[config.mk]
export PLATFORM = sky130hd
export DESIGN_NAME = swd_bit_sequence_engine
export DESIGN_NICKNAME = d
export VERILOG_FILES = /design/src/hw/rtl/swd_bse_pkg.sv /design/src/hw/rtl/swd_bit_sequence_engine.sv /design/src/hw/rtl/swd_bse_par.sv /design/src/hw/rtl/swd_bse_seq.sv
export SDC_FILE = /design/constraint.sdc
export NUM_CORES = 1
export LEC_CHECK = 0
export BUFFER_PORTS_ARGS = -buffer_cell sky130_fd_sc_hd__buf_2
export CAP_MARGIN = 20
export CORE_MARGIN = 3
export CORE_UTILIZATION = 52
export DETAILED_ROUTE_END_ITERATION = 8
export GPL_ROUTABILITY_DRIVEN = 1
export MAX_ROUTING_LAYER = met4
export PLACE_DENSITY = 0.85
export SLEW_MARGIN = 20
export SYNTH_ARGS = -nofsm -noshare
export SYNTH_HDL_FRONTEND = slang
export SYNTH_SLANG_ARGS = --single-unit
export TNS_END_PERCENT = 10
[constraint.sdc]
create_clock -name clock -period 7.7 [get_ports clock]
set_input_delay 1.54 -clock clock [delete_from_list [all_inputs] [get_ports clock]]
set_output_delay 1.54 -clock clock [all_outputs]
set_load 0.02 [all_outputs]
[src/hw/rtl/swd_bse_pkg.sv]
package swd_bse_pkg;

   localparam int DATA_BITS  = 32;
   localparam int LEVEL_BITS = 33;
   localparam int COUNT_BITS = 6;
   localparam logic [COUNT_BITS-1:0] MAX_COUNT = 6'd32;

   typedef enum logic [1:0] {
      KIND_READ      = 2'd0,
      KIND_READ_PAR  = 2'd1,
      KIND_WRITE     = 2'd2,
      KIND_WRITE_PAR = 2'd3
   } kind_type;

   typedef struct packed {
      logic                 clock_pulse;
      logic                 dio_drive;
      logic                 dio_level;
      logic [DATA_BITS-1:0] read_data;
      logic                 parity_error;
      logic                 last;
   } rsp_item_type;

   typedef struct packed {
      logic                 start;
      logic [DATA_BITS-1:0] word;
   } par_req_type;

   typedef struct packed {
      logic busy;
      logic parity;
   } par_status_type;

endpackage

[src/hw/rtl/swd_bit_sequence_engine.sv]
// channel  | dir | handshake             | beat
// req_     | in  | req_valid/req_ready   | kind, bit_count, write_data, line_levels
// rsp_     | out | rsp_valid/rsp_ready   | clock_pulse, dio_drive, dio_level,
//          |     |                       | read_data, parity_error, last
//
// a command of n data bits gives up to n+4 beats; rsp_ready low or a wait for write parity holds them
// a command steps through accept, turnaround, data, end of data, parity, turn back and settle, as needed
// write parity waits for the serial parity unit, started at accept over min(WORD_BITS,32) bits of the word
// reset leaves the line driven and high, the sequencer idle and the output register empty
// req_ready rises again as soon as the settle beat sits in the output register
module swd_bit_sequence_engine #(
   parameter int WORD_BITS = 32
) (
   input  logic                                clock,
   input  logic                                reset,
   input  logic                                req_valid,
   output logic                                req_ready,
   input  logic [1:0]                          req_kind,
   input  logic [swd_bse_pkg::COUNT_BITS-1:0]  req_bit_count,
   input  logic [swd_bse_pkg::DATA_BITS-1:0]   req_write_data,
   input  logic [swd_bse_pkg::LEVEL_BITS-1:0]  req_line_levels,
   output logic                                rsp_valid,
   input  logic                                rsp_ready,
   output logic                                rsp_clock_pulse,
   output logic                                rsp_dio_drive,
   output logic                                rsp_dio_level,
   output logic [swd_bse_pkg::DATA_BITS-1:0]   rsp_read_data,
   output logic                                rsp_parity_error,
   output logic                                rsp_last
);
   import swd_bse_pkg::*;

   logic           emit_valid;
   logic           emit_ready;
   rsp_item_type   emit_item;
   par_req_type    par_req;
   par_status_type par_status;

   logic           rsp_valid_ff, rsp_valid_in;
   rsp_item_type   item_ff, item_in;

   swd_bse_seq #(
      .WORD_BITS (WORD_BITS)
   ) u_seq (
      .clock           (clock),
      .reset           (reset),
      .req_valid       (req_valid),
      .req_ready       (req_ready),
      .req_kind        (req_kind),
      .req_bit_count   (req_bit_count),
      .req_write_data  (req_write_data),
      .req_line_levels (req_line_levels),
      .emit_valid      (emit_valid),
      .emit_ready      (emit_ready),
      .emit_item       (emit_item),
      .par_req         (par_req),
      .par_status      (par_status)
   );

   swd_bse_par #(
      .WORD_BITS (WORD_BITS)
   ) u_par (
      .clock      (clock),
      .reset      (reset),
      .par_req    (par_req),
      .par_status (par_status)
   );

   // output register
   assign emit_ready = !rsp_valid_ff || rsp_ready;

   always_comb begin
      rsp_valid_in = rsp_valid_ff;
      item_in      = item_ff;
      if (emit_valid && emit_ready) begin
         rsp_valid_in = 1'b1;
         item_in      = emit_item;
      end else if (rsp_ready) begin
         rsp_valid_in = 1'b0;
      end
   end

   always_ff @(posedge clock) begin
      if (reset) begin
         rsp_valid_ff <= 1'b0;
      end else begin
         rsp_valid_ff <= rsp_valid_in;
      end
      item_ff <= item_in;
   end

   assign rsp_valid        = rsp_valid_ff;
   assign rsp_clock_pulse  = item_ff.clock_pulse;
   assign rsp_dio_drive    = item_ff.dio_drive;
   assign rsp_dio_level    = item_ff.dio_level;
   assign rsp_read_data    = item_ff.read_data;
   assign rsp_parity_error = item_ff.parity_error;
   assign rsp_last         = item_ff.last;

   a_settle_no_pulse : assert property (@(posedge clock) disable iff (reset)
      (rsp_valid && rsp_last) |-> !rsp_clock_pulse)
      else $error("settle beat carries a clock pulse");

   a_results_only_on_last : assert property (@(posedge clock) disable iff (reset)
      (rsp_valid && !rsp_last) |-> (rsp_read_data == '0 && !rsp_parity_error))
      else $error("read results on a non-final beat");

   a_busy_after_accept : assert property (@(posedge clock) disable iff (reset)
      (req_valid && req_ready) |=> !req_ready)
      else $error("new command taken while one is in progress");

   a_pulse_only_while_busy : assert property (@(posedge clock) disable iff (reset)
      (emit_valid && emit_item.clock_pulse) |-> !req_ready)
      else $error("clock pulse beat produced while idle");

endmodule

[src/hw/rtl/swd_bse_par.sv]
module swd_bse_par #(
   parameter int WORD_BITS = 32
) (
   input  logic                        clock,
   input  logic                        reset,
   input  swd_bse_pkg::par_req_type    par_req,
   output swd_bse_pkg::par_status_type par_status
);
   import swd_bse_pkg::*;

   localparam int PAR_BITS = (WORD_BITS < DATA_BITS) ? WORD_BITS : DATA_BITS;
   localparam logic [COUNT_BITS-1:0] PAR_COUNT = COUNT_BITS'(PAR_BITS);

   logic [DATA_BITS-1:0]  shift_ff, shift_in;
   logic [COUNT_BITS-1:0] count_ff, count_in;
   logic                  acc_ff, acc_in;

   always_comb begin
      shift_in = shift_ff;
      count_in = count_ff;
      acc_in   = acc_ff;
      if (par_req.start) begin
         shift_in = par_req.word;
         count_in = PAR_COUNT;
         acc_in   = 1'b0;
      end else if (count_ff != '0) begin
         acc_in   = acc_ff ^ shift_ff[0];
         shift_in = {1'b0, shift_ff[DATA_BITS-1:1]};
         count_in = count_ff - 1'b1;
      end
   end

   always_ff @(posedge clock) begin
      if (reset) begin
         count_ff <= '0;
      end else begin
         count_ff <= count_in;
      end
      shift_ff <= shift_in;
      acc_ff   <= acc_in;
   end

   assign par_status.busy   = (count_ff != '0);
   assign par_status.parity = acc_ff;

endmodule

[src/hw/rtl/swd_bse_seq.sv]
module swd_bse_seq #(
   parameter int WORD_BITS = 32
) (
   input  logic                                    clock,
   input  logic                                    reset,
   input  logic                                    req_valid,
   output logic                                    req_ready,
   input  logic [1:0]                              req_kind,
   input  logic [swd_bse_pkg::COUNT_BITS-1:0]      req_bit_count,
   input  logic [swd_bse_pkg::DATA_BITS-1:0]       req_write_data,
   input  logic [swd_bse_pkg::LEVEL_BITS-1:0]      req_line_levels,
   output logic                                    emit_valid,
   input  logic                                    emit_ready,
   output swd_bse_pkg::rsp_item_type               emit_item,
   output swd_bse_pkg::par_req_type                par_req,
   input  swd_bse_pkg::par_status_type             par_status
);
   import swd_bse_pkg::*;

   localparam logic [COUNT_BITS-1:0] WORD_N = COUNT_BITS'(WORD_BITS);
   localparam logic [COUNT_BITS-1:0] TWO_BITS = COUNT_BITS'(2);

   typedef enum logic [2:0] {
      ST_IDLE,
      ST_TURN,
      ST_DATA,
      ST_PARITY,
      ST_BACK,
      ST_SETTLE
   } state_type;

   state_type             state_ff, state_in;
   kind_type              kind_ff, kind_in;
   logic [COUNT_BITS-1:0] count_ff, count_in;
   logic [COUNT_BITS-1:0] n_ff, n_in;
   logic [DATA_BITS-1:0]  word_ff, word_in;
   logic [LEVEL_BITS-1:0] level_ff, level_in;
   logic [DATA_BITS-1:0]  pos_ff, pos_in;
   logic [DATA_BITS-1:0]  rd_ff, rd_in;
   logic                  rpar_ff, rpar_in;
   logic                  perr_ff, perr_in;
   logic                  driven_ff, driven_in;
   logic                  lvl_ff, lvl_in;
   logic                  is_read;
   logic                  has_par;
   logic [COUNT_BITS-1:0] n_sat;

   assign is_read = (kind_ff == KIND_READ) || (kind_ff == KIND_READ_PAR);
   assign has_par = (kind_ff == KIND_READ_PAR) || (kind_ff == KIND_WRITE_PAR);
   assign n_sat   = (req_bit_count > MAX_COUNT) ? MAX_COUNT : req_bit_count;
   assign req_ready = (state_ff == ST_IDLE);

   always_comb begin
      state_in  = state_ff;
      kind_in   = kind_ff;
      count_in  = count_ff;
      n_in      = n_ff;
      word_in   = word_ff;
      level_in  = level_ff;
      pos_in    = pos_ff;
      rd_in     = rd_ff;
      rpar_in   = rpar_ff;
      perr_in   = perr_ff;
      driven_in = driven_ff;
      lvl_in    = lvl_ff;

      par_req.start = 1'b0;
      par_req.word  = req_write_data;

      emit_valid             = 1'b0;
      emit_item.clock_pulse  = 1'b1;
      emit_item.dio_drive    = driven_ff;
      emit_item.dio_level    = lvl_ff;
      emit_item.read_data    = '0;
      emit_item.parity_error = 1'b0;
      emit_item.last         = 1'b0;

      unique case (state_ff)
         ST_IDLE: begin
            if (req_valid) begin
               kind_in       = kind_type'(req_kind);
               count_in      = n_sat;
               n_in          = n_sat;
               word_in       = req_write_data;
               level_in      = req_line_levels;
               pos_in        = DATA_BITS'(1);
               rd_in         = '0;
               rpar_in       = 1'b0;
               perr_in       = 1'b0;
               par_req.start = 1'b1;
               // direction change needed: read while driving, write while released
               if (!req_kind[1] == driven_ff) begin
                  state_in = ST_TURN;
               end else begin
                  state_in = ST_DATA;
               end
            end
         end
         ST_TURN: begin
            emit_valid          = 1'b1;
            emit_item.dio_drive = 1'b0;
            if (emit_ready) begin
               if (is_read) begin
                  driven_in = 1'b0;
               end else begin
                  driven_in = 1'b1;
                  lvl_in    = 1'b1;
               end
               state_in = ST_DATA;
            end
         end
         ST_DATA: begin
            if (count_ff == '0) begin
               if (!is_read && (n_ff == TWO_BITS)) begin
                  lvl_in = 1'b1;
               end
               state_in = has_par ? ST_PARITY : ST_SETTLE;
            end else begin
               emit_valid = 1'b1;
               if (!is_read) begin
                  emit_item.dio_level = word_ff[0];
               end
               if (emit_ready) begin
                  count_in = count_ff - 1'b1;
                  if (is_read) begin
                     rd_in    = rd_ff | (pos_ff & {DATA_BITS{level_ff[0]}});
                     rpar_in  = rpar_ff ^ level_ff[0];
                     level_in = {1'b0, level_ff[LEVEL_BITS-1:1]};
                     pos_in   = {pos_ff[DATA_BITS-2:0], 1'b0};
                  end else begin
                     lvl_in  = word_ff[0];
                     word_in = {1'b0, word_ff[DATA_BITS-1:1]};
                  end
               end
            end
         end
         ST_PARITY: begin
            if (is_read) begin
               emit_valid = 1'b1;
               if (emit_ready) begin
                  perr_in  = rpar_ff ^ level_ff[0];
                  state_in = (n_ff == WORD_N) ? ST_BACK : ST_SETTLE;
               end
            end else if (!par_status.busy) begin
               emit_valid          = 1'b1;
               emit_item.dio_level = par_status.parity;
               if (emit_ready) begin
                  lvl_in   = par_status.parity;
                  state_in = ST_SETTLE;
               end
            end
         end
         ST_BACK: begin
            emit_valid = 1'b1;
            if (emit_ready) begin
               driven_in = 1'b1;
               lvl_in    = 1'b1;
               state_in  = ST_SETTLE;
            end
         end
         ST_SETTLE: begin
            emit_valid             = 1'b1;
            emit_item.clock_pulse  = 1'b0;
            emit_item.read_data    = rd_ff;
            emit_item.parity_error = perr_ff;
            emit_item.last         = 1'b1;
            if (emit_ready) begin
               state_in = ST_IDLE;
            end
         end
         default: begin
            state_in = ST_IDLE;
         end
      endcase
   end

   always_ff @(posedge clock) begin
      if (reset) begin
         state_ff  <= ST_IDLE;
         driven_ff <= 1'b1;
         lvl_ff    <= 1'b1;
      end else begin
         state_ff  <= state_in;
         driven_ff <= driven_in;
         lvl_ff    <= lvl_in;
      end
      kind_ff  <= kind_in;
      count_ff <= count_in;
      n_ff     <= n_in;
      word_ff  <= word_in;
      level_ff <= level_in;
      pos_ff   <= pos_in;
      rd_ff    <= rd_in;
      rpar_ff  <= rpar_in;
      perr_ff  <= perr_in;
   end

endmodule
==> qor.json, run 1 <==
{
  "drc": {"value": 0},
  "share_comb_of_total_power": {"value": 0.289},
  "yosys.area_share.adder": {"value": 0.00396},
  "synth-xor-area-share": {"value": 0.0111},
  "placement_rows": {"value": 48},
  "post_synthesis_compound_gate_area_fraction": {"value": 0.0426},
  "layout_setup_ws": {"value": 3.78, "unit": "ns"},
  "grt_util_met3": {"value": 0.0346},
  "grt_pass1_vias": {"value": 5806},
  "whs": {"value": 0.502, "unit": "ns"},
  "post_cts.resized_instances": {"value": 0},
  "timing_hold_violations_final": {"value": 0},
  "worst_ep_arrival_time": {"value": 4.10, "unit": "ns"},
  "ys_warn_count": {"value": 0},
  "final_layout_size_suffix_gt1_frac": {"value": 0.229},
  "p_leak": {"value": 4.48, "unit": "nW"},
  "synth-simple-area-share": {"value": 0.174},
  "multiplexer_area_fraction_after_synthesis": {"value": 0.0406},
  "worstSetupStartpoint": {"value": "u_seq.state_ff[1]$_SDFFE_PP0P_"},
  "crit_path_max_fanout": {"value": 77},
  "switching_share": {"value": 0.334},
  "dr_total_vias": {"value": 6023},
  "path_class": {"value": "flop to flop"},
  "initial_standard_cell_utilization_of_the_core": {"value": 0.539},
  "r2r-start": {"value": "u_seq.state_ff[1]$_SDFFE_PP0P_"},
  "place_congestion": {"value": 0.841},
  "ir_drop": {"value": 0.000261, "unit": "V"},
  "asyncSetResetFlopFracSynth": {"value": 0},
  "post_synth_instance_area": {"value": 0.00948, "unit": "mm^2"},
  "timing.fmax": {"value": 0.255, "unit": "GHz"},
  "detailedPlacementHpwl": {"value": 11100, "unit": "um"},
  "cell_at_the_root_of_the_clock_tree": {"value": "clkbuf_16"},
  "min_path_type": {"value": "flop to flop"},
  "clkSlewWorstSetupHoldPaths": {"value": 0.06, "unit": "ns"},
  "cts_tree": {"value": "built"},
  "drv.max_cap_violation_count": {"value": 0},
  "post-cts-setup-buffer-count": {"value": 0},
  "timing.critical_path.from_type": {"value": "flop"},
  "fin_skew": {"value": 0.0104, "unit": "ns"},
  "die_width": {"value": 141, "unit": "um"},
  "postSynthCellCount": {"value": 765},
  "yosysTopAreaCellShare": {"value": 0.678},
  "minimum_clock_period": {"value": 3.92, "unit": "ns"},
  "yosys.area.top_type": {"value": "edfxtp_1"},
  "area_after_detailed_placement": {"value": 0.0103, "unit": "mm^2"},
  "grt_first_pass_wirelength": {"value": 29000, "unit": "um"},
  "die_footprint": {"value": 0.0199, "unit": "mm^2"},
  "outcome": {"value": "finished, final reports clean"},
  "clock-sinks": {"value": 227},
  "top_level_ports": {"value": 116},
  "most_utilized_layer_in_the_global_route_result": {"value": "met2"},
  "synth_top_family_by_area": {"value": "simple AND/OR/NAND/NOR gates"},
  "power-per-cell-area": {"value": 462, "unit": "mW/mm^2"},
  "fin_tns_setup": {"value": 0, "unit": "ns"},
  "synth_nets": {"value": 845},
  "area_inside_the_core_boundary": {"value": 0.0176, "unit": "mm^2"},
  "slew_headroom": {"value": 0.340},
  "power.share.clock": {"value": 0.219},
  "finalWirelength": {"value": 17900, "unit": "um"},
  "dp_worst_setup_slack": {"value": 3.62, "unit": "ns"},
  "postRouteAntennaNets": {"value": 0},
  "numPortBuffers": {"value": 115},
  "grt_setup_unrepaired": {"value": "false"},
  "synth_cell_types": {"value": 48},
  "met2_usage": {"value": 0.295},
  "synth_seq_cells": {"value": 227},
  "proportion_of_synthesized_chip_area_in_sequential_cells": {"value": 0.705},
  "yosysMostFrequentCell": {"value": "edfxtp_1"},
  "synth_enable_flop_cells": {"value": 214},
  "detailed_route_wire_length_per_cell": {"value": 16.1, "unit": "um"},
  "grt_start_max_net_pins": {"value": 78},
  "timing.critical_path.to_type": {"value": "flop"},
  "syn-mean-instance-area": {"value": 12.4, "unit": "um^2"},
  "hold_start": {"value": "u_seq.level_ff[24]$_DFFE_PP_"},
  "synth_top_area_cells": {"value": "edfxtp_1 68%, nand2_1 8.2%, mux2_2 3.7%"},
  "syn_to_final_growth": {"value": 16.7, "unit": "%"},
  "worst-slew-pin-transition": {"value": 0.987, "unit": "ns"},
  "drt-vias-per-instance": {"value": 5.41},
  "total_switching_power": {"value": 1.71, "unit": "mW"},
  "sequentialPowerShare": {"value": 0.491},
  "antenna_cells_inserted": {"value": 0},
  "intPower": {"value": 3.40, "unit": "mW"},
  "synth_top_flop_cell": {"value": "edfxtp_1"},
  "grt_antenna_before_repair": {"value": 0},
  "required": {"value": 7.89, "unit": "ns"},
  "cts_hold_buf": {"value": 0},
  "gr-usage-met1": {"value": 0.247},
  "grt.total_usage": {"value": 0.184},
  "dr.pass1.iters": {"value": 5},
  "worst_skew_pair.late_latency": {"value": 0.51, "unit": "ns"},
  "die_y": {"value": 141, "unit": "um"},
  "fin_total_pwr": {"value": 5.11, "unit": "mW"},
  "final-setup-viol-count": {"value": 0},
  "h-tree-depth": {"value": 1},
  "timing.final.crit_share": {"value": 0.509},
  "cts_inserted_buffers": {"value": 24},
  "finish.net_count": {"value": 951},
  "grt_overflow_total": {"value": 0},
  "drt_first_iter_violations": {"value": 574},
  "max-clock-path-buffers": {"value": 3},
  "fin_area": {"value": 0.0111, "unit": "mm^2"},
  "drv_slew": {"value": 0},
  "synth_top_cells_by_count": {"value": "214 x edfxtp_1, 207 x nand2_1, 59 x nor2_1, 45 x a21oi_1, 37 x and2_1"}
}
[cell type report]
class / count / area, um^2
flip-flops and latches: 227 / 6690
inverters: 9 / 35.0
multi-input cells: 485 / 2620
clock buffers: 30 / 644
well taps: 225 / 282
clock inverters: 13 / 126
fillers: 1320 / 6540
repair buffers: 124 / 671
[cell usage in the layout (no fill, tap or decap), types with 2 or more instances in the layout]
master     count
clkinv_4       2
nor2_1        55
inv_1          8
ha_1           3
buf_4          7
xor2_1         4
o21bai_1       3
clkbuf_1       5
a21oi_1       45
or2_2          2
mux2_2        31
o22ai_1        2
a2111oi_0      2
and3_1        32
a221o_1        2
o21ai_0        7
buf_2        115
clkinv_2       4
nand2_1      207
edfxtp_1     214
dfxtp_1       13
nor2b_1        7
nor3_1         7
bufinv_16      2
xnor2_1        8
and2_1        36
clkinv_1       4
nor2_4         3
nand2b_1       4
clkbuf_16     25
[per-stage QoR]
| step | cells | util |
|---|---|---|
| after CTS | 1112 | 0.627 |
| after floorplan | 765 | - |
| after global placement | 1068 | 0.582 |
| after global routing | 1113 | 0.629 |
| after detailed placement | 1069 | 0.584 |
| final | 1113 | 0.629 |
[kinds of logic (layout without fill, tap and decap cells)]
kind of cell | Yosys count | after routing
and+or+nand+nor | 366 | 366
adders and majority gates | 3 | 3
buffers and inverters | 53 | 176
xor gates and xnor gates | 12 | 12
muxes | 34 | 34
DFF | 227 | 227
AOI/OAI and AO/OA | 70 | 70
[sequential cells by signal, indices dropped and copies added, names as in the netlist, 2 cells and up]
register and cells:
u_par.count_ff 6, u_par.shift_ff 32, u_seq.state_ff 3, rsp_read_data 32, u_seq.level_ff 33, u_seq.pos_ff 32, u_seq.n_ff 6, u_seq.count_ff 6
u_seq.rd_ff 32, u_seq.word_ff 32, u_seq.kind_ff 2
[worst paths after layout]
path / end / slack (ns) / depth (start not counted)
setup / recovery: u_seq.level_ff[21]$_DFFE_PP_ / 3.78 / 9
hold reg to reg: u_seq.level_ff[23]$_DFFE_PP_ / 0.50 / 2
hold / removal: u_seq.level_ff[23]$_DFFE_PP_ / 0.50 / 2
setup reg to reg: u_seq.level_ff[21]$_DFFE_PP_ / 3.78 / 9
[layer usage]
metal	routed length, um	up-vias
met4	305	0
met3	1440	31
met5	0	-
met2	8690	251
li1	-	2881
met1	7470	2860
[power groups by stage]
stage	logic [mW]	clock network, mW	registers (mW)
2_1_floorplan	0.957	0	2.59
3_3_place_gp	1.38	0	2.52
3_5_place_dp	1.46	0	2.54
4_1_cts	1.47	1.14	2.53
5_1_grt	1.65	1.19	2.58
6_report	1.48	1.12	2.51
[worst max-delay path, stage by stage, from the launching register on]
cell,delay (ns)
dfxtp_1,0.31
buf_4,0.37
nand2b_1,0.22
nor2_4,0.12
buf_4,0.60
a21oi_1,0.15
a21oi_1,0.63
a21boi_4,0.28
buf_4,0.53
buf_16,0.33
Note: power is estimated with default switching activity, not from simulation.
==> run 2, diff against run 1 <==
Clock period 7.7 ns to 3.6 ns, I/O delays scaled along.
==> run 2 against run 1 <==
  * Design area is 0.18% lower
  * Largest cell class unchanged
  * Global-route usage hardly changed
  * Sequential share of layout area is 0.11 points higher
  * Via count is 0.22% lower
  * Non-clock buffer count is 1 higher
  * Fmax is 35% higher
  * Sequential power is 110% higher
  * Routed wire length is 0.22% lower
  * Combinational power is 110% higher
  * Critical endpoint is now u_seq.level_ff[6]$_DFFE_PP_
  * Utilization is 0.11 points lower
  * First-iteration DRC count is 6.1% higher
  * Setup slack worse by 3.1 ns
==> qor.json, run 2 (synthesis gave the netlist of run 1 again) <==
{
  "worst_skew_pair.late_latency": {"value": 0.51, "unit": "ns", "change": "about the same"},
  "dpl.cell_count": {"value": 1070, "change": "+0.094%"},
  "crit_path_max_incr_delay": {"value": 0.48, "unit": "ns", "change": "-0.15 ns"},
  "fin_area": {"value": 0.0110, "unit": "mm^2", "change": "-0.18%"},
  "final-setup-viol-count": {"value": 0, "change": "unchanged"},
  "worst-slew-pin-transition": {"value": 0.999, "unit": "ns", "change": "+0.0117 ns"},
  "fin_tns_setup": {"value": 0, "unit": "ns", "change": "unchanged"},
  "timing.critical_path.from_type": {"value": "flop"},
  "clkSlewWorstSetupHoldPaths": {"value": 0.06, "unit": "ns", "change": "about the same"},
  "cp_slowest_cell": {"value": "nor2_4"},
  "final_core_utilization": {"value": 0.627, "change": "-0.00114"},
  "top_level_ports": {"value": 116, "change": "unchanged"},
  "area_after_detailed_placement": {"value": 0.0103, "unit": "mm^2", "change": "about the same"},
  "grt_setup_unrepaired": {"value": "false"},
  "required": {"value": 3.72, "unit": "ns", "change": "-4.17 ns"},
  "die_y": {"value": 141, "unit": "um", "change": "unchanged"},
  "postRouteAntennaNets": {"value": 0, "change": "unchanged"},
  "detailed_route_wire_length_per_cell": {"value": 16.1, "unit": "um", "change": "-0.22%"},
  "finish.net_count": {"value": 951, "change": "unchanged"},
  "timing.fmax": {"value": 0.344, "unit": "GHz", "change": "+35%"},
  "grt.total_usage": {"value": 0.184, "change": "-0.000420"},
  "cell_at_the_root_of_the_clock_tree": {"value": "clkbuf_16"},
  "die_footprint": {"value": 0.0199, "unit": "mm^2", "change": "unchanged"},
  "drt-vias-per-instance": {"value": 5.40, "change": "-0.22%"},
  "worst_ep_arrival_time": {"value": 3.03, "unit": "ns", "change": "-1.07 ns"},
  "fin_skew": {"value": 0.0314, "unit": "ns", "change": "+0.0211 ns"},
  "dr_total_vias": {"value": 6010, "change": "-0.22%"},
  "crit_path_max_fanout": {"value": 98, "change": "+27%"},
  "largest_reg_flops": {"value": 33, "change": "unchanged"},
  "place_congestion": {"value": 0.878, "change": "+4.4%"},
  "drv_slew": {"value": 0, "change": "unchanged"},
  "p_leak": {"value": 4.47, "unit": "nW", "change": "-0.20%"},
  "finalWirelength": {"value": 17900, "unit": "um", "change": "-0.22%"},
  "detailedPlacementHpwl": {"value": 10900, "unit": "um", "change": "-1.2%"},
  "clock-sinks": {"value": 227, "change": "unchanged"},
  "minimum_clock_period": {"value": 2.90, "unit": "ns", "change": "-1.01 ns"},
  "max-clock-path-buffers": {"value": 3, "change": "unchanged"},
  "power-per-cell-area": {"value": 986, "unit": "mW/mm^2", "change": "+110%"},
  "cp_cell_sequence": {"value": "nand2b_1, nor2_4, a21oi_1, a21oi_2, a21boi_4, buf_12"},
  "die_width": {"value": 141, "unit": "um", "change": "unchanged"},
  "timing.critical_path.buf_inv": {"value": 1, "change": "-3"},
  "timing.final.crit_share": {"value": 0.807, "change": "+0.298"},
  "cts_inserted_buffers": {"value": 23, "change": "-4.2%"},
  "grt_overflow_total": {"value": 0, "change": "unchanged"},
  "grt_pass1_vias": {"value": 5747, "change": "-1.0%"},
  "top_library_cells_by_usage_in_the_layout_fill_and_taps_aside": {"value": "214 x edfxtp_1, 207 x nand2_1, 115 x buf_2"},
  "drv.max_cap_violation_count": {"value": 0, "change": "unchanged"},
  "finalNonFillerCells": {"value": 1113, "change": "unchanged"},
  "drc": {"value": 0, "change": "unchanged"},
  "ir_drop": {"value": 0.000691, "unit": "V", "change": "+170%"},
  "timing.critical_path.to_type": {"value": "flop"},
  "placement_rows": {"value": 48, "change": "unchanged"},
  "grt_start_max_net_pins": {"value": 99, "change": "+27%"},
  "regMostFlops": {"value": "u_seq.level_ff"},
  "timing_hold_violations_final": {"value": 0, "change": "unchanged"},
  "worst_path_dominant_cell_family": {"value": "simple AND/OR/NAND/NOR gates"},
  "most_frequent_standard_cell_in_the_layout_excluding_fill_and_tap_cells": {"value": "edfxtp_1"},
  "grt_first_pass_wirelength": {"value": 29100, "unit": "um", "change": "+0.50%"},
  "outcome": {"value": "finished, final reports clean"},
  "cts_hold_buf": {"value": 0, "change": "unchanged"},
  "grt_antenna_before_repair": {"value": 1, "change": "+1"},
  "syn_to_final_growth": {"value": 16.5, "unit": "%"},
  "min_path_type": {"value": "input pin to flop"},
  "slew_headroom": {"value": 0.333, "change": "-0.00698"},
  "h-tree-depth": {"value": 1, "change": "unchanged"},
  "dr.pass1.iters": {"value": 5, "change": "unchanged"},
  "drt_first_iter_violations": {"value": 609, "change": "+6.1%"},
  "initial_standard_cell_utilization_of_the_core": {"value": 0.539, "change": "unchanged"},
  "numPortBuffers": {"value": 115, "change": "unchanged"},
  "fin_total_pwr": {"value": 10.9, "unit": "mW", "change": "+110%"},
  "path_class": {"value": "flop to flop"},
  "post_cts.resized_instances": {"value": 0, "change": "unchanged"},
  "area_inside_the_core_boundary": {"value": 0.0176, "unit": "mm^2", "change": "unchanged"},
  "post-cts-setup-buffer-count": {"value": 0, "change": "unchanged"},
  "final_layout_size_suffix_gt1_frac": {"value": 0.231, "change": "+0.00251"},
  "cts_tree": {"value": "built"}
}
==> run 2: cell count changes in the layout (fill, tap and decap cells not counted), sizes merged <==
cell / change
bufinv: +1
buf: +1
clkinv: -1
clkbuf: -2
diode: +1
==> run 2: path summary, 6_finish.rpt <==
kind	start	endpoint	slack, ns	depth (start not counted)
min	req_kind[0]	u_seq.kind_ff[0]$_DFFE_PP_	0.38	1
max	u_seq.state_ff[2]$_SDFFE_PP0P_	u_seq.level_ff[6]$_DFFE_PP_	0.70	6
max reg2reg	u_seq.state_ff[2]$_SDFFE_PP0P_	u_seq.level_ff[6]$_DFFE_PP_	0.70	6
min reg2reg	u_seq.level_ff[27]$_DFFE_PP_	u_seq.level_ff[26]$_DFFE_PP_	0.50	2
==> run 2: layer usage <==
| layer | track usage | vias to the layer above | part of all wire |
|---|---|---|---|
| met4 | 0.0515 | 0 | 0.024 |
| met3 | 0.0285 | 33 | 0.064 |
| met1 | 0.260 | 2874 | 0.43 |
| met5 | - | - | 0 |
| li1 | - | 2886 | - |
| met2 | 0.282 | 217 | 0.48 |
==> run 2: where the power goes <==
group / internal, mW / switching, mW
clock network: 1.39 / 0.948
registers: 4.81 / 0.570
logic: 1.05 / 2.12
==> run 2: cell type report <==
cell class,count,area [um^2]
diodes,1,2.50
clock buffers,28,594
clock inverters,13,144
fillers,1325,6560
inverters,9,35.0
multi-input cells,485,2630
flip-flops and latches,227,6690
well taps,225,282
repair buffers,125,671
==> run 2: per-stage QoR <==
stage	hold slack (ns)	setup slack (ns)
floorplan	0.484	0.0196
global placement	0.487	0.831
CTS	0.367	0.708
finish	0.383	0.695
detailed placement	0.491	0.753
global route	0.373	0.478
==> run 3, diff against run 2 <==
Clock period 3.6 ns to 2.5 ns, I/O delays scaled along.
==> run 3 against run 2 <==
  * Utilization increased by 0.40 points
  * Register-to-register slack lost 0.58 ns
  * Routed wire length increased by 2.0%
  * Sequential power grew 44%
  * Sequential cell count is the same
  * Sequential share of layout area decreased by 0.34 points
  * Combinational power increased by 51%
  * Global-route usage rose by 0.43 points
  * Cell count is 0.18% higher
  * Clock skew is 0.019 ns lower
  * Design area up 0.63%
  * Worst hold slack lost 0.19 ns
==> qor.json, run 3 (synthesis gave the netlist of run 1 again) <==
{
  "grt.total_usage": {"value": 0.188, "change": "+0.00433"},
  "timing.fmax": {"value": 0.420, "unit": "GHz", "change": "+22%"},
  "worst_skew_pair.late_latency": {"value": 0.49, "unit": "ns", "change": "-0.02 ns"},
  "top_level_ports": {"value": 116, "change": "unchanged"},
  "dr.pass1.iters": {"value": 5, "change": "unchanged"},
  "clkSlewWorstSetupHoldPaths": {"value": 0.06, "unit": "ns", "change": "about the same"},
  "finalNonFillerCells": {"value": 1115, "change": "+0.18%"},
  "timing.critical_path.from_type": {"value": "flop"},
  "post-cts-setup-buffer-count": {"value": 0, "change": "unchanged"},
  "drc": {"value": 0, "change": "unchanged"},
  "grt_first_pass_wirelength": {"value": 29600, "unit": "um", "change": "+1.8%"},
  "most_frequent_standard_cell_in_the_layout_excluding_fill_and_tap_cells": {"value": "edfxtp_1"},
  "numPortBuffers": {"value": 115, "change": "unchanged"},
  "detailedPlacementHpwl": {"value": 11400, "unit": "um", "change": "+4.2%"},
  "route.met2.wl": {"value": 8940, "unit": "um", "change": "+4.8%"},
  "die_footprint": {"value": 0.0199, "unit": "mm^2", "change": "unchanged"},
  "initial_standard_cell_utilization_of_the_core": {"value": 0.539, "change": "unchanged"},
  "hold_path_depth": {"value": 1, "change": "unchanged"},
  "syn_to_final_growth": {"value": 17.2, "unit": "%"},
  "final-setup-viol-count": {"value": 0, "change": "unchanged"},
  "dr.max_layer_used": {"value": "met4"},
  "ff2ff_path_depth": {"value": 7, "change": "+1"},
  "place_congestion": {"value": 0.805, "change": "-8.3%"},
  "top_library_cells_by_usage_in_the_layout_fill_and_taps_aside": {"value": "214 x edfxtp_1, 207 x nand2_1, 115 x buf_2"},
  "timing_hold_violations_final": {"value": 0, "change": "unchanged"},
  "min_path_type": {"value": "input pin to flop"},
  "regArea": {"value": 0.00669, "unit": "mm^2", "change": "about the same"},
  "grt_overflow_total": {"value": 0, "change": "unchanged"},
  "drv.max_cap_violation_count": {"value": 0, "change": "unchanged"},
  "die_width": {"value": 141, "unit": "um", "change": "unchanged"},
  "postRouteAntennaNets": {"value": 0, "change": "unchanged"},
  "layout_setup_ws": {"value": 0.117, "unit": "ns", "change": "-0.578 ns"},
  "outcome": {"value": "finished, final reports clean"},
  "p_leak": {"value": 4.50, "unit": "nW", "change": "+0.61%"},
  "drt_first_iter_violations": {"value": 648, "change": "+6.4%"},
  "multi_input_area": {"value": 0.00265, "unit": "mm^2", "change": "+0.95%"},
  "clock-sinks": {"value": 227, "change": "unchanged"},
  "worstSetupStartpoint": {"value": "u_seq.count_ff[0]$_DFFE_PP_"},
  "path_class": {"value": "flop to flop"},
  "dpl.cell_count": {"value": 1080, "change": "+0.93%"},
  "grt_setup_unrepaired": {"value": "false"},
  "largest_reg_flops": {"value": 33, "change": "unchanged"},
  "timing.critical_path.buf_inv": {"value": 1, "change": "unchanged"},
  "worst_ep_arrival_time": {"value": 2.50, "unit": "ns", "change": "-0.53 ns"},
  "placement_rows": {"value": 48, "change": "unchanged"},
  "worst_path_dominant_cell_family": {"value": "simple AND/OR/NAND/NOR gates"},
  "grt_start_max_net_pins": {"value": 99, "change": "unchanged"},
  "cp_slowest_cell": {"value": "nor2_4"},
  "finish.net_count": {"value": 961, "change": "+1.1%"},
  "max-clock-path-buffers": {"value": 3, "change": "unchanged"},
  "cell_at_the_root_of_the_clock_tree": {"value": "clkbuf_16"},
  "cp.depth": {"value": 7, "change": "+1"},
  "cts_inserted_buffers": {"value": 23, "change": "unchanged"},
  "dr_wl_met3": {"value": 1060, "unit": "um", "change": "-7.1%"},
  "grt_antenna_before_repair": {"value": 0, "change": "-1"},
  "power-per-cell-area": {"value": 1410, "unit": "mW/mm^2", "change": "+43%"},
  "r2r-start": {"value": "u_seq.count_ff[0]$_DFFE_PP_"},
  "cts_tree": {"value": "built"},
  "ir_drop": {"value": 0.000808, "unit": "V", "change": "+17%"},
  "fin_area": {"value": 0.0111, "unit": "mm^2", "change": "+0.63%"},
  "cp_cell_sequence": {"value": "inv_1, ha_1, or3b_4, nor3_4, nand2b_1, a221o_1, nor2_4"},
  "m1WireLength": {"value": 7850, "unit": "um", "change": "+1.3%"},
  "slew_headroom": {"value": 0.421, "change": "+0.0874"},
  "antenna_cells_inserted": {"value": 0, "change": "-1"},
  "detailed_route_wire_length_per_cell": {"value": 16.3, "unit": "um", "change": "+1.8%"},
  "final_layout_size_suffix_gt1_frac": {"value": 0.239, "change": "+0.00821"},
  "fin_total_pwr": {"value": 15.7, "unit": "mW", "change": "+44%"},
  "hold_start": {"value": "req_kind[0]"},
  "minimum_clock_period": {"value": 2.38, "unit": "ns", "change": "-0.522 ns"},
  "grt_pass1_vias": {"value": 5992, "change": "+4.3%"},
  "area_inside_the_core_boundary": {"value": 0.0176, "unit": "mm^2", "change": "unchanged"},
  "fin_skew": {"value": 0.0124, "unit": "ns", "change": "-0.0191 ns"},
  "worst-slew-pin-transition": {"value": 0.867, "unit": "ns", "change": "-0.132 ns"},
  "timing.final.crit_share": {"value": 0.953, "change": "+0.146"},
  "crit_path_max_fanout": {"value": 19, "change": "-81%"},
  "drt-vias-per-instance": {"value": 5.42, "change": "+0.35%"},
  "required": {"value": 2.62, "unit": "ns", "change": "-1.10 ns"},
  "regMostFlops": {"value": "u_seq.level_ff"},
  "die_y": {"value": 141, "unit": "um", "change": "unchanged"},
  "h-tree-depth": {"value": 1, "change": "unchanged"},
  "timing.critical_path.to_type": {"value": "flop"},
  "final_core_utilization": {"value": 0.631, "change": "+0.00398"},
  "drv_slew": {"value": 0, "change": "unchanged"},
  "finalWirelength": {"value": 18200, "unit": "um", "change": "+2.0%"},
  "crit_path_max_incr_delay": {"value": 0.54, "unit": "ns", "change": "+0.06 ns"},
  "cts_hold_buf": {"value": 0, "change": "unchanged"},
  "fill_cell_total_of_the_finished_layout": {"value": 1294, "change": "-2.3%"},
  "dr_total_vias": {"value": 6042, "change": "+0.53%"},
  "dp_worst_setup_slack": {"value": -0.113, "unit": "ns", "change": "-0.866 ns"},
  "area_after_detailed_placement": {"value": 0.0104, "unit": "mm^2", "change": "+1.3%"}
}
run 3: cell count changes in the layout (fill, tap and decap cells not counted), sizes merged:
cell	delta
buf	+9
clkinv	-5
bufinv	-1
clkbuf	-1
clkinvlp	+1
diode	-1
inv	-1
nor2	+1
run 3: cell type report:
| class | count | share of cell area |
|---|---|---|
| flip-flops and latches | 227 | 0.602 |
| multi-input cells | 486 | 0.239 |
| repair buffers | 134 | 0.0691 |
| clock buffers | 27 | 0.0532 |
| well taps | 225 | 0.0253 |
| clock inverters | 7 | 0.00833 |
| inverters | 9 | 0.00315 |
run 3: path summary, 6_finish.rpt:
path                                     to  slack, ns
max          rsp_read_data[7]$_SDFFCE_PN0P_       0.12
min              u_seq.kind_ff[0]$_DFFE_PP_       0.19
max reg2reg  rsp_read_data[7]$_SDFFCE_PN0P_       0.12
min reg2reg    u_seq.level_ff[30]$_DFFE_PP_       0.51
run 3: per-layer routing:
metal	global-route usage	vias up
met3	0.0285	31
met1	0.254	2901
li1	-	2901
met5	-	-
met2	0.305	209
met4	0.0449	0
run 3: what timing repair did:
item | in CTS | in global routing
endpoints found under the setup margin | 37 | 0
hold endpoints to repair | 0 | 0
gates resized for setup | 1 | 0
run 3: through the flow:
step | hold slack (ns) | setup TNS (ns)
finish | 0.188 | 0
detailed placement | 0.496 | -4.01
global route | 0.177 | 0
CTS | 0.173 | 0
floorplan | 0.484 | -130.67
global placement | 0.488 | -0.0719
run 3: where the power goes:
part / leakage, nW / internal [mW] / switching [mW] / total, mW
Sequential: 2.22 / 6.93 / 0.830 / 7.76
Clock: 0.326 / 1.87 / 1.29 / 3.17
Combinational: 1.95 / 1.65 / 3.13 / 4.78
